===== src/sv/kpse_pkg.sv =====
// Shared types, codes and lookup functions of the keypad set-point entry block.
// No dependencies.
package kpse_pkg;

	localparam int KEY_BITS = 5;
	localparam int NUM_BITS = 24;
	localparam int FIELD_BITS = 24;
	localparam int PCT_BITS = 7;

	localparam logic [KEY_BITS-1:0] KEY_NONE = 5'd0;
	localparam logic [KEY_BITS-1:0] KEY_LAST = 5'd16;

	localparam logic [NUM_BITS-1:0] NUMERATOR_RESET = 24'd327656;
	localparam logic [PCT_BITS-1:0] PERCENT = 7'd100;
	localparam logic [3:0] DUTY_STEP = 4'd10;

	localparam logic [3:0] CODE_DIGIT_LAST = 4'd9;
	localparam logic [3:0] CODE_TOGGLE_FIRST = 4'd10;
	localparam logic [3:0] CODE_TOGGLE_LAST = 4'd13;
	localparam logic [3:0] CODE_DOUBLE = 4'd14;
	localparam logic [3:0] CODE_RAISE = 4'd15;

	localparam logic [1:0] SLOT_FREQ_ONE = 2'd0;
	localparam logic [1:0] SLOT_DUTY_ONE = 2'd1;
	localparam logic [1:0] SLOT_FREQ_TWO = 2'd2;
	localparam logic [1:0] SLOT_DUTY_TWO = 2'd3;

	localparam logic [7:0] ASCII_ZERO = 8'h30;
	localparam logic [7:0] ASCII_NINE = 8'h39;

	typedef enum logic [1:0] {
		ECHO_NONE   = 2'd0,
		ECHO_CURSOR = 2'd1,
		ECHO_DIGIT  = 2'd2
	} echo_kind_t;

	function automatic logic [3:0] key_map(input logic [3:0] idx);
		logic [3:0] code;
		case (idx)
			4'd0:    code = 4'd1;
			4'd1:    code = 4'd2;
			4'd2:    code = 4'd3;
			4'd3:    code = 4'd10;
			4'd4:    code = 4'd4;
			4'd5:    code = 4'd5;
			4'd6:    code = 4'd6;
			4'd7:    code = 4'd11;
			4'd8:    code = 4'd7;
			4'd9:    code = 4'd8;
			4'd10:   code = 4'd9;
			4'd11:   code = 4'd12;
			4'd12:   code = 4'd14;
			4'd13:   code = 4'd0;
			4'd14:   code = 4'd15;
			default: code = 4'd13;
		endcase
		return code;
	endfunction

	function automatic logic [7:0] cursor_addr(input logic [1:0] slot);
		logic [7:0] addr;
		case (slot)
			SLOT_FREQ_ONE: addr = 8'h83;
			SLOT_DUTY_ONE: addr = 8'h8D;
			SLOT_FREQ_TWO: addr = 8'hC3;
			default:       addr = 8'hCD;
		endcase
		return addr;
	endfunction

endpackage


===== src/sv/kpse_ctrl.sv =====
// Key decode, entry accumulator and the four stored settings.
// Depends on kpse_pkg.
module kpse_ctrl #(
	parameter int VALUE_BITS = 20
) (
	input  logic                          clk,
	input  logic                          arst_n,
	input  logic                          take,
	input  logic [kpse_pkg::KEY_BITS-1:0] key_code,
	output logic [VALUE_BITS-1:0]         freq_one,
	output logic [VALUE_BITS-1:0]         duty_one,
	output logic [VALUE_BITS-1:0]         freq_two,
	output logic [VALUE_BITS-1:0]         duty_two,
	output kpse_pkg::echo_kind_t          echo_kind,
	output logic [7:0]                    echo_value
);
	import kpse_pkg::*;

	localparam logic [VALUE_BITS-1:0] VALUE_MAX = '1;

	logic [3:0]            flags_q;
	logic [VALUE_BITS-1:0] entry_q;
	logic [VALUE_BITS-1:0] set_q [4];
	echo_kind_t            echo_kind_q;
	logic [7:0]            echo_value_q;

	logic                  key_hit;
	logic [3:0]            code;
	logic [1:0]            slot;
	logic [VALUE_BITS+3:0] entry_ext;
	logic [VALUE_BITS+3:0] times_ten;
	logic [VALUE_BITS-1:0] entry_digit;
	logic [VALUE_BITS:0]   raise_one;
	logic [VALUE_BITS:0]   raise_two;
	logic [VALUE_BITS-1:0] duty_one_up;
	logic [VALUE_BITS-1:0] duty_two_up;
	logic [VALUE_BITS-1:0] freq_one_dbl;
	logic [VALUE_BITS-1:0] freq_two_dbl;

	assign key_hit = (key_code != KEY_NONE) && (key_code <= KEY_LAST);
	assign code = key_map(4'(key_code - 5'd1));
	assign slot = 2'(code - CODE_TOGGLE_FIRST);

	assign entry_ext = (VALUE_BITS+4)'(entry_q);
	assign times_ten = (entry_ext << 3) + (entry_ext << 1) + (VALUE_BITS+4)'(code);
	assign entry_digit = (times_ten[VALUE_BITS+3:VALUE_BITS] != 4'd0) ? VALUE_MAX
		: times_ten[VALUE_BITS-1:0];

	assign raise_one = (VALUE_BITS+1)'(set_q[SLOT_DUTY_ONE]) + (VALUE_BITS+1)'(DUTY_STEP);
	assign raise_two = (VALUE_BITS+1)'(set_q[SLOT_DUTY_TWO]) + (VALUE_BITS+1)'(DUTY_STEP);
	assign duty_one_up = raise_one[VALUE_BITS] ? VALUE_MAX : raise_one[VALUE_BITS-1:0];
	assign duty_two_up = raise_two[VALUE_BITS] ? VALUE_MAX : raise_two[VALUE_BITS-1:0];

	assign freq_one_dbl = set_q[SLOT_FREQ_ONE][VALUE_BITS-1] ? VALUE_MAX
		: {set_q[SLOT_FREQ_ONE][VALUE_BITS-2:0], 1'b0};
	assign freq_two_dbl = set_q[SLOT_FREQ_TWO][VALUE_BITS-1] ? VALUE_MAX
		: {set_q[SLOT_FREQ_TWO][VALUE_BITS-2:0], 1'b0};

	always_ff @(posedge clk or negedge arst_n) begin
		if (!arst_n) begin
			flags_q      <= '0;
			entry_q      <= '0;
			set_q[0]     <= '0;
			set_q[1]     <= '0;
			set_q[2]     <= '0;
			set_q[3]     <= '0;
			echo_kind_q  <= ECHO_NONE;
			echo_value_q <= '0;
		end else if (take) begin
			echo_kind_q  <= ECHO_NONE;
			echo_value_q <= '0;
			if (key_hit) begin
				case (code) inside
					[CODE_TOGGLE_FIRST:CODE_TOGGLE_LAST]: begin
						if (flags_q[slot]) begin
							set_q[slot] <= entry_q;
						end else begin
							entry_q      <= '0;
							echo_kind_q  <= ECHO_CURSOR;
							echo_value_q <= cursor_addr(slot);
						end
						flags_q[slot] <= ~flags_q[slot];
					end
					CODE_DOUBLE: begin
						set_q[SLOT_FREQ_ONE] <= freq_one_dbl;
						set_q[SLOT_FREQ_TWO] <= freq_two_dbl;
					end
					CODE_RAISE: begin
						set_q[SLOT_DUTY_ONE] <= duty_one_up;
						set_q[SLOT_DUTY_TWO] <= duty_two_up;
					end
					default: begin
						if (code <= CODE_DIGIT_LAST && flags_q != 4'd0) begin
							entry_q      <= entry_digit;
							echo_kind_q  <= ECHO_DIGIT;
							echo_value_q <= ASCII_ZERO | {4'd0, code};
						end
					end
				endcase
			end
		end
	end

	assign freq_one   = set_q[SLOT_FREQ_ONE];
	assign duty_one   = set_q[SLOT_DUTY_ONE];
	assign freq_two   = set_q[SLOT_FREQ_TWO];
	assign duty_two   = set_q[SLOT_DUTY_TWO];
	assign echo_kind  = echo_kind_q;
	assign echo_value = echo_value_q;

endmodule


===== src/sv/kpse_div.sv =====
// Bit-serial restoring divider: one quotient bit per cycle through a shift register.
// Saturates to all ones on overflow, gives 0 for a zero divisor. Depends on kpse_pkg.
module kpse_div #(
	parameter int DVD_BITS = 24,
	parameter int DEN_BITS = 20,
	parameter int Q_BITS   = 24
) (
	input  logic                clk,
	input  logic                arst_n,
	input  logic                start,
	input  logic [DVD_BITS-1:0] dividend,
	input  logic [DEN_BITS-1:0] divisor,
	output logic                busy,
	output logic [Q_BITS-1:0]   quotient
);
	import kpse_pkg::*;

	localparam int EXT_BITS = (DVD_BITS > Q_BITS) ? DVD_BITS : Q_BITS + 1;
	localparam int HI_BITS  = EXT_BITS - Q_BITS;
	localparam int CMP_BITS = (HI_BITS > DEN_BITS) ? HI_BITS : DEN_BITS;
	localparam int CNT_BITS = $clog2(Q_BITS + 1);

	logic [EXT_BITS-1:0] ext;
	logic [HI_BITS-1:0]  hi;
	logic                over;
	logic [DEN_BITS:0]   trial;
	logic [DEN_BITS:0]   diff;
	logic                ge;

	logic [CNT_BITS-1:0] cnt_q;
	logic [DEN_BITS-1:0] rem_q;
	logic [DEN_BITS-1:0] den_q;
	logic [Q_BITS-1:0]   sh_q;
	logic                zero_q;
	logic                sat_q;

	assign ext  = EXT_BITS'(dividend);
	assign hi   = ext[EXT_BITS-1:Q_BITS];
	assign over = CMP_BITS'(hi) >= CMP_BITS'(divisor);

	assign trial = {rem_q, sh_q[Q_BITS-1]};
	assign diff  = trial - {1'b0, den_q};
	assign ge    = trial >= {1'b0, den_q};

	always_ff @(posedge clk or negedge arst_n) begin
		if (!arst_n) begin
			cnt_q <= '0;
		end else if (start) begin
			cnt_q <= CNT_BITS'(Q_BITS);
		end else if (cnt_q != '0) begin
			cnt_q <= cnt_q - 1'b1;
		end
	end

	always_ff @(posedge clk) begin
		if (start) begin
			den_q  <= divisor;
			rem_q  <= over ? '0 : DEN_BITS'(hi);
			sh_q   <= ext[Q_BITS-1:0];
			zero_q <= divisor == '0;
			sat_q  <= over;
		end else if (cnt_q != '0) begin
			rem_q <= ge ? diff[DEN_BITS-1:0] : trial[DEN_BITS-1:0];
			sh_q  <= {sh_q[Q_BITS-2:0], ge};
		end
	end

	assign busy     = cnt_q != '0;
	assign quotient = zero_q ? '0 : (sat_q ? '1 : sh_q);

endmodule


===== src/sv/keypad_pwm_setpoint_entry.sv =====
// Keypad set-point entry for two PWM channels.
// Depends on kpse_pkg, kpse_ctrl and kpse_div.
//
// Usage:
//   key channel: key_code with key_valid/key_ready. One transfer per key event;
//     a code of 0 or above 16 changes nothing but still yields a result.
//   result channel: period/compare counts for both channels plus the display
//     echo, with result_valid/result_ready. Exactly one result per key.
//   cfg_write/cfg_data load count_numerator; write only while the block is idle.
// Sequence: the key updates the settings at its transfer; the products are then
//   registered, four bit-serial dividers are loaded and run side by side, and
//   the result is registered once all dividers are done and no held result
//   blocks the output. A new key is taken only after the result of the last
//   key has been registered.
// Reset clears all settings, the open entries, the entry value and the result
//   valid flag, and loads count_numerator with 327656.
// A stalled receiver holds the result; the next key is still taken and worked
//   out, then waits until the held result transfers.
module keypad_pwm_setpoint_entry #(
	parameter int VALUE_BITS = 20,
	parameter int COUNT_BITS = 24
) (
	input  logic                            clk,
	input  logic                            arst_n,
	input  logic                            cfg_write,
	input  logic [kpse_pkg::NUM_BITS-1:0]   cfg_data,
	input  logic                            key_valid,
	output logic                            key_ready,
	input  logic [kpse_pkg::KEY_BITS-1:0]   key_code,
	output logic                            result_valid,
	input  logic                            result_ready,
	output logic [kpse_pkg::FIELD_BITS-1:0] period_one,
	output logic [kpse_pkg::FIELD_BITS-1:0] compare_one,
	output logic [kpse_pkg::FIELD_BITS-1:0] period_two,
	output logic [kpse_pkg::FIELD_BITS-1:0] compare_two,
	output logic [1:0]                      echo_kind,
	output logic [7:0]                      echo_value
);
	import kpse_pkg::*;

	localparam int PROD_BITS = NUM_BITS + VALUE_BITS;
	localparam int DEN_BITS  = VALUE_BITS + PCT_BITS;

	typedef enum logic [3:0] {
		ST_IDLE = 4'b0001,
		ST_MUL  = 4'b0010,
		ST_LOAD = 4'b0100,
		ST_RUN  = 4'b1000
	} state_t;

	state_t state_q;

	logic [NUM_BITS-1:0]   num_q;
	logic                  take;
	logic                  start;
	logic                  any_busy;
	logic                  load;

	logic [VALUE_BITS-1:0] freq_one;
	logic [VALUE_BITS-1:0] duty_one;
	logic [VALUE_BITS-1:0] freq_two;
	logic [VALUE_BITS-1:0] duty_two;
	echo_kind_t            echo_kind_c;
	logic [7:0]            echo_value_c;

	logic [PROD_BITS-1:0]  nd_one_s1;
	logic [PROD_BITS-1:0]  nd_two_s1;
	logic [DEN_BITS-1:0]   dn_one_s1;
	logic [DEN_BITS-1:0]   dn_two_s1;

	logic [COUNT_BITS-1:0] per_one;
	logic [COUNT_BITS-1:0] cmp_one;
	logic [COUNT_BITS-1:0] per_two;
	logic [COUNT_BITS-1:0] cmp_two;
	logic [3:0]            busy;

	logic                  result_valid_q;
	logic [FIELD_BITS-1:0] period_one_q;
	logic [FIELD_BITS-1:0] compare_one_q;
	logic [FIELD_BITS-1:0] period_two_q;
	logic [FIELD_BITS-1:0] compare_two_q;
	echo_kind_t            echo_kind_q;
	logic [7:0]            echo_value_q;

	assign key_ready = state_q == ST_IDLE;
	assign take      = key_valid && key_ready;
	assign start     = state_q == ST_LOAD;
	assign any_busy  = busy != 4'd0;
	assign load      = (state_q == ST_RUN) && !any_busy && (!result_valid_q || result_ready);

	always_ff @(posedge clk or negedge arst_n) begin
		if (!arst_n) begin
			num_q <= NUMERATOR_RESET;
		end else if (cfg_write) begin
			num_q <= cfg_data;
		end
	end

	always_ff @(posedge clk or negedge arst_n) begin
		if (!arst_n) begin
			state_q <= ST_IDLE;
		end else begin
			case (state_q)
				ST_IDLE: if (take) state_q <= ST_MUL;
				ST_MUL:  state_q <= ST_LOAD;
				ST_LOAD: state_q <= ST_RUN;
				ST_RUN:  if (load) state_q <= ST_IDLE;
				default: state_q <= ST_IDLE;
			endcase
		end
	end

	kpse_ctrl #(
		.VALUE_BITS(VALUE_BITS)
	) u_ctrl (
		.clk       (clk),
		.arst_n    (arst_n),
		.take      (take),
		.key_code  (key_code),
		.freq_one  (freq_one),
		.duty_one  (duty_one),
		.freq_two  (freq_two),
		.duty_two  (duty_two),
		.echo_kind (echo_kind_c),
		.echo_value(echo_value_c)
	);

	always_ff @(posedge clk) begin
		if (state_q == ST_MUL) begin
			nd_one_s1 <= PROD_BITS'(num_q) * PROD_BITS'(duty_one);
			nd_two_s1 <= PROD_BITS'(num_q) * PROD_BITS'(duty_two);
			dn_one_s1 <= DEN_BITS'(freq_one) * DEN_BITS'(PERCENT);
			dn_two_s1 <= DEN_BITS'(freq_two) * DEN_BITS'(PERCENT);
		end
	end

	kpse_div #(
		.DVD_BITS(NUM_BITS), .DEN_BITS(VALUE_BITS), .Q_BITS(COUNT_BITS)
	) u_per_one (
		.clk(clk), .arst_n(arst_n), .start(start), .dividend(num_q),
		.divisor(freq_one), .busy(busy[0]), .quotient(per_one)
	);

	kpse_div #(
		.DVD_BITS(PROD_BITS), .DEN_BITS(DEN_BITS), .Q_BITS(COUNT_BITS)
	) u_cmp_one (
		.clk(clk), .arst_n(arst_n), .start(start), .dividend(nd_one_s1),
		.divisor(dn_one_s1), .busy(busy[1]), .quotient(cmp_one)
	);

	kpse_div #(
		.DVD_BITS(NUM_BITS), .DEN_BITS(VALUE_BITS), .Q_BITS(COUNT_BITS)
	) u_per_two (
		.clk(clk), .arst_n(arst_n), .start(start), .dividend(num_q),
		.divisor(freq_two), .busy(busy[2]), .quotient(per_two)
	);

	kpse_div #(
		.DVD_BITS(PROD_BITS), .DEN_BITS(DEN_BITS), .Q_BITS(COUNT_BITS)
	) u_cmp_two (
		.clk(clk), .arst_n(arst_n), .start(start), .dividend(nd_two_s1),
		.divisor(dn_two_s1), .busy(busy[3]), .quotient(cmp_two)
	);

	always_ff @(posedge clk or negedge arst_n) begin
		if (!arst_n) begin
			result_valid_q <= 1'b0;
		end else if (load) begin
			result_valid_q <= 1'b1;
		end else if (result_ready) begin
			result_valid_q <= 1'b0;
		end
	end

	always_ff @(posedge clk) begin
		if (load) begin
			period_one_q  <= FIELD_BITS'(per_one);
			compare_one_q <= FIELD_BITS'(cmp_one);
			period_two_q  <= FIELD_BITS'(per_two);
			compare_two_q <= FIELD_BITS'(cmp_two);
			echo_kind_q   <= echo_kind_c;
			echo_value_q  <= echo_value_c;
		end
	end

	assign result_valid = result_valid_q;
	assign period_one   = period_one_q;
	assign compare_one  = compare_one_q;
	assign period_two   = period_two_q;
	assign compare_two  = compare_two_q;
	assign echo_kind    = echo_kind_q;
	assign echo_value   = echo_value_q;

endmodule


===== config.mk =====
export PLATFORM = sky130hd
export DESIGN_NAME = keypad_pwm_setpoint_entry
export DESIGN_NICKNAME = d
export VERILOG_FILES = /design/src/sv/kpse_pkg.sv /design/src/sv/kpse_ctrl.sv /design/src/sv/kpse_div.sv /design/src/sv/keypad_pwm_setpoint_entry.sv
export SDC_FILE = /design/constraint.sdc
export NUM_CORES = 2
export LEC_CHECK = 0
export ABC_AREA = 1
export BUFFER_PORTS_ARGS = -buffer_cell sky130_fd_sc_hd__buf_4
export CAP_MARGIN = 20
export CORE_MARGIN = 1
export CORE_UTILIZATION = 66
export CTS_CLUSTER_SIZE = 20
export DETAILED_ROUTE_END_ITERATION = 10
export GPL_ROUTABILITY_DRIVEN = 0
export PLACE_DENSITY = 0.84
export SETUP_SLACK_MARGIN = 0.3
export SYNTH_ARGS = -nofsm -noshare
export SYNTH_HDL_FRONTEND = slang
export SYNTH_HIERARCHICAL = 1
export SYNTH_SLANG_ARGS = --single-unit

===== constraint.sdc =====
create_clock -name clk -period 14 [get_ports clk]
set_input_delay 2.8 -clock clk [delete_from_list [all_inputs] [get_ports clk]]
set_output_delay 2.8 -clock clk [all_outputs]
set_load 0.01 [all_outputs]

# ---- Yosys cells after proc, flatten, opt, wreduce, memory -nomap -nowiden
# Memory sizes are Yosys's and may differ from the RTL's.
# Index checks and enable logic that the tools add are counted.
dict set report word_totals {
  elab_cells 210
  output_inout_bits 108
  mem_bits_ro 64
  memories 1
  regBits 695
  inputBits 34
}
dict set report op_classes {
  eq_ne 14
  multipliers 4
  bitwise 2
  muxes 77
  n_lt_le_gt_ge 16
  add_sub_neg 14
  n_reduce_logical 37
}
# name words word_bits read_ports rd_clocked_by_memory_dff write_ports line
set memory_table {}
lappend memory_table {{(name not given)} 16 4 1 0 0 kpse_pkg.sv:39} ;# case (idx)
# cell count
set ops {}
lappend ops {{$mux W20} 25}
lappend ops {{$mux W24} 12}
lappend ops {{$mux W27} 6}
lappend ops {{$mul A24 B20 Y44} 2}
lappend ops {{$bwmux W80} 1}
lappend ops {{$mux W80} 1}
lappend ops {{$ge A28 B27 Y1} 2}
lappend ops {{$ge A20 B27 Y1} 2}
lappend ops {{$logic_not A27 Y1} 2}
lappend ops {{$sub A27 B27 Y27} 2}
lappend ops {{$mul A20 B5 Y25 const B} 2}
lappend ops {{$add A20 B4 Y21 const B} 2}
lappend ops {{$ge A21 B20 Y1} 2}
lappend ops {{$demux W20 S2} 1}
lappend ops {{$ge A1 B20 Y1 const A} 2}
lappend ops {{$logic_not A20 Y1} 2}
lappend ops {{$mux W5} 8}
lappend ops {{$mux W8} 5}
lappend ops {{$sub A20 B20 Y20} 2}
lappend ops {{$reduce_bool A5 Y1} 5}
lappend ops {{$add A23 B21 Y24} 1}
lappend ops {{$add A24 B4 Y24} 1}
lappend ops {{$pmux W7 S3} 1}
lappend ops {{$sub A5 B1 Y5 const B} 4}
lappend ops {{38 further kinds} 71}

# ---- Longest topological paths before layout
# An unclocked memory read counts as a cell.
dict set report logic_depth {
  word_depth 11
  depth_mapped 30
  ltp_nobuf 28
}

# ---- Hierarchy
# Netlist, hierarchy kept.
# mod instances area_per_inst_um2 seq_area_each_um2 cells_per_inst
set modules_own_cells {}
lappend modules_own_cells {keypad_pwm_setpoint_entry 1 47304.1 8070.2 5851}
lappend modules_own_cells {{kpse_div at u_cmp_one ...} 2 6735.2 2527.4 952}
lappend modules_own_cells {kpse_ctrl 1 8371.8 2777.7 1238}
lappend modules_own_cells {{kpse_div at u_per_two} 1 4649.5 1906.8 609}
lappend modules_own_cells {{kpse_div at u_per_one} 1 4628.2 1906.8 607}

# ---- Least setup slack after synthesis
# OpenSTA, ideal clock, no wires.
dict set report synth_timing {
  kind {reg-to-reg}
  startpoint {reg state_q[2]}
  endpoint {reg dn_one_s1[10] (enable)}
  synth_period_minus_slack_ps 10658
  slack_ps 3342
  n_path_buf 0
  setup_ps 807
  required_time_ps 13193
  stages_incl_launch_ff 4
  arrival_time_ps 9851
  path_cell_list {dfrtp_1 inv_1 nand2_1 nor3_1}
}
dict set report synth_between {
  elab_chain_cells 1
}
# item line
set synth_lines {}
lappend synth_lines {{start: declaration} keypad_pwm_setpoint_entry.sv:51} ;# state_t state_q;
lappend synth_lines {{start signal: assignment} keypad_pwm_setpoint_entry.sv:101} ;# state_q <= ST_IDLE;
lappend synth_lines {{start signal: assignment} keypad_pwm_setpoint_entry.sv:104} ;# ST_IDLE: if (take) state_q <= ST_MUL;
lappend synth_lines {{start signal: assignment} keypad_pwm_setpoint_entry.sv:105} ;# ST_MUL: state_q <= ST_LOAD;
lappend synth_lines {{$eq A4 B2 Y1} keypad_pwm_setpoint_entry.sv:129} ;# if (state_q == ST_MUL) begin
lappend synth_lines {{end signal: assignment} keypad_pwm_setpoint_entry.sv:132} ;# dn_one_s1 <= DEN_BITS'(freq_one) * DEN_BITS'(PERCENT);
lappend synth_lines {{end: declaration} keypad_pwm_setpoint_entry.sv:68} ;# logic [DEN_BITS-1:0] dn_one_s1;
# No other way between the ends.
# A chain may end at the register's enable or synchronous reset.

# ---- Worst setup path after layout
dict set report layout_timing {
  startpoint {in key_code[1] (netlist bit)}
  endpoint {reg u_ctrl.entry_q[8]}
}
dict set report layout_between {
  elab_chain_cells 9
  word_cells_on_any_way 27
  classes_between {3 x add/sub; 4 x order compare; 5 x eq/ne; 7 x mux; 7 x reduce/logical; 1 x memory}
}
# item line
set layout_lines {}
lappend layout_lines {{start: declaration} keypad_pwm_setpoint_entry.sv:29} ;# input logic [kpse_pkg::KEY_BITS-1:0] key_code,
lappend layout_lines {{$sub A4 B1 Y4} kpse_ctrl.sv:41} ;# assign code = key_map(4'(key_code - 5'd1));
lappend layout_lines {{$mem_v2 Z16 W4} -}
lappend layout_lines {{$add A24 B4 Y24} kpse_ctrl.sv:45} ;# assign times_ten = (entry_ext << 3) + (entry_ext << 1) + (VALUE_BITS+4)'(code);
lappend layout_lines {{$reduce_bool A4 Y1} kpse_ctrl.sv:46} ;# assign entry_digit = (times_ten[VALUE_BITS+3:VALUE_BITS] != 4'd0) ? VALUE_MAX
lappend layout_lines {{$mux W20} kpse_ctrl.sv:46}
lappend layout_lines {{$mux W20} kpse_ctrl.sv:93} ;# if (code <= CODE_DIGIT_LAST && flags_q != 4'd0) begin
lappend layout_lines {{$mux W20 (3 in series)} kpse_ctrl.sv:73} ;# case (code) inside
lappend layout_lines {{end signal: assignment} kpse_ctrl.sv:94} ;# entry_q <= entry_digit;
lappend layout_lines {{end: declaration} kpse_ctrl.sv:22} ;# logic [VALUE_BITS-1:0] entry_q;
# Several ways; a longest one is shown, not always the timed one. The select of a mux whose other input is x is not followed.

==> out/qor.yml <==
outcome:
  status: "complete, no violations"
drt:
  drcViolationCount: 0
  routedWlPerCell_um: 18.0
  routed_wl_um: 213000
  avgViaCountPerCell: 5.70
  drt_first_iter_violations: 7741
  postRouteAntennaNets: 0
  vias: 67178
  drt-pass1-iter-count: 9
clock_tree:
  cts_hold_buf: 0
  clk-insertion-delay-late_ns: 0.66
  cts-root-to-sink-buffers: 3
  ctsResizeCount: 0
  ctsRootBufferMaster: "clkbuf_16"
  cts.sinks: 696
  cts_tree: "done"
  cts_buffers: 75
  htree_levels: 3
  cts_setup_buffers: 0
  cts.reportedPaths.clkPinSlew_ns: 0.07
synth:
  synth_area_leaders: "fa_1 (21%), edfxtp_1 (19%), nand2_1 (14%), inv_1 (12%), ha_1 (10%)"
  synth_flop_cell: "edfxtp_1"
  synth_warnings: 6
  synth_area_per_cell_um2: 7.68
  synthCells: 10209
  synth_top_area_cell: "fa_1"
  synth-seq-cells: 696
  synth_top_area_share_pct: 20.9
  async_reset_ff_share_pct: 23.0
  synth-seq-area-share_pct: 25.1
  synth_edf_count: 496
  syn_area_um2: 78400
  ys_types: 57
critical_path:
  start_kind: "input pin"
  cp.arrival_ns: 7.65
  slowest_stage: "buf_4"
  reg2regPathDepth: 24
  path_depth: 27
  path_common_cell: "nand2_1"
  worstReg2RegStart: "num_q[18]$_DFFE_PN1P_"
  r2r-end: "nd_one_s1[37]$_DFFE_PP_"
  crit_path_end_kind: "flop"
  path_buf_inv: 9
  worstSetupPathType: "in2reg"
  required_ns: 14.53
  critPathMaxFanout: 71
  rrSetupSlack_ns: 6.89
  slowest_delay_ns: 0.50
  crit_family: "buffers and inverters"
finish:
  final_common_cell: "nand2_1"
  nets: 11668
  final_cell_mix: "nand2_1 (3013), inv_1 (2597), fa_1 (820), ha_1 (624), edfxtp_1 (496)"
  layout-drive-gt1-share_pct: 5.60
  multi_input_area_um2: 47400
  synthToLayoutAreaGrowth_pct: 6.27
  fillerInstances: 8942
  regArea_um2: 19700
  utilization_pct: 70.7
place:
  place.port_buffers: 141
  hpwl_um: 156000
floorplanning:
  die_area_um2: 120000
  row_count: 126
  core_area_um2: 118000
  die_h_um: 347
  start_util_pct: 66.5
  die_w_um: 347
  io_pins: 142
sta:
  rsz0062_at_grt: "false"
  worstMarginPinSlew_ns: 1.11
  slew_violations: 0
  max_clock_freq_ghz: 0.140
  fin_crit_sh_pct: 50.9
  tns_ns: 0
  hold_viol: 0
  skew_ns: 0.0325
  relSlewSlack_pct: 26.2
  finalSetupViolations: 0
  fin_crit_ns: 7.12
global_routing:
  grt_max_degree: 189
  grt_pass1_wl_um: 343000
  grt_antenna_before_repair: 6
  grt.overflow.total: 0
  grt_pass1_vias: 67436
  grt_use_total_pct: 35.7
flow_run:
  maxCapViolCount: 0
worst_hold_path:
  holdPathEnd: "u_cmp_one/den_q[5]$_DFFE_PP_"
  min_path_cells: 0
  holdCritStartpoint: "dn_one_s1[5]$_DFFE_PP_"
  min_path_type: "reg2reg"
sequential cells by signal, summed over array words and instances (netlist names), 25 cells and up:
| signal | cells |
|---|---|
| u_cmp_one/den_q | 27 |
| u_cmp_one/rem_q | 27 |
| u_cmp_two/den_q | 27 |
| dn_one_s1 | 25 |
| u_cmp_two/rem_q | 27 |
| dn_two_s1 | 25 |
| nd_two_s1 | 44 |
| nd_one_s1 | 44 |
cells in the mapped netlist, drive strengths merged (6+ instances only):
library cell and number:
fa 820, nand4 137, ha 625, nor3 60, or2 6, and2 8, a31oi 15, a21oi 323
dfstp 14, o21ai 324, dfxtp 40, nor4 22, a21o 8, dfrtp 146, xor2 96, buf 71
mux2 24, o31ai 7, nand3b 40, nor2 422, o21bai 31, clkbuf 262, nand2 3059, nand3 441
xnor2 61, edfxtp 496, inv 2621
worst reg2reg max path, cell delays in order (launching register included):
cell	delay, ns
dfstp_2	0.82
buf_4	0.57
nand2_1	0.11
inv_1	0.09
fa_1	0.43
fa_1	0.52
inv_1	0.07
fa_1	0.54
inv_1	0.06
fa_1	0.57
fa_1	0.46
fa_1	0.55
inv_1	0.06
fa_1	0.54
inv_1	0.05
ha_1	0.38
nand2_1	0.14
nor2_1	0.21
nand2_1	0.07
inv_1	0.08
nand4_1	0.10
nand3_1	0.21
nand2_1	0.10
nand3_1	0.08
nand2_1	0.05
cells by family (layout without fill, tap and decap cells):
| family | after synthesis | in the layout | synth area share, % |
|---|---|---|---|
| AOI/OAI and AO/OA | 729 | 729 | 4.94 |
| and+or+nand+nor | 4201 | 4201 | 22.5 |
| other | 1 | 13 | 0.00478 |
| DFF | 696 | 696 | 25.1 |
| muxes | 24 | 24 | 0.345 |
| buffers and inverters | 2956 | 2990 | 14.5 |
| adders and majority gates | 1445 | 1445 | 30.9 |
| xor gates and xnor gates | 157 | 157 | 1.75 |
layout make-up:
cell class | instances | share of cell area [%]
tap | 1536 | 2.31
clock inverter | 45 | 0.533
sequential | 696 | 23.7
clock buffer | 95 | 2.45
multi-input combinational | 6566 | 56.9
antenna | 3 | 0.00901
timing repair buffer | 227 | 2.30
inverter | 2623 | 11.8
metal layers:
layer / share of wire (%) / GRT usage, % / wire length [µm]
met1: 37 / 45.9 / 79400
met2: 46 / 57.9 / 97800
met3: 12 / 7.28 / 24600
met4: 5.1 / 17.0 / 10800
met5: 0.033 / 0 / 70
through the flow:
| step | hold WS, ns | cell area (µm²) | std cells | worst slack (ns) |
|---|---|---|---|---|
| 2_1_floorplan | 0.425 | 78500 | 10218 | 3.34 |
| 6_report | 0.438 | 83300 | 11791 | 6.88 |
| 3_5_place_dp | 0.438 | 80600 | 11639 | 6.41 |
| 5_1_grt | 0.438 | 83300 | 11788 | 6.52 |
| 3_3_place_gp | 0.435 | 80600 | 11636 | 6.08 |
| 4_1_cts | 0.434 | 83100 | 11779 | 7.04 |
how the worst max path moves through the flow:
stage | startpoint | to | slack, ns
detailed placement | key_code[1] | u_ctrl/entry_q[8]$_DFFE_PN0P_ | 6.41
global route | key_code[1] | u_ctrl/entry_q[5]$_DFFE_PN0P_ | 6.52
finish | key_code[1] | u_ctrl/entry_q[8]$_DFFE_PN0P_ | 6.88
floorplan | state_q[2]$_DFFE_PN0P_ | dn_one_s1[10]$_DFFE_PP_ | 3.34
global placement | key_code[1] | u_ctrl/entry_q[18]$_DFFE_PN0P_ | 6.08
CTS | key_code[1] | u_ctrl/entry_q[8]$_DFFE_PN0P_ | 7.04
Power is not shown: default switching activity piles up to over one toggle a cycle in this logic, so the estimate is an artifact.
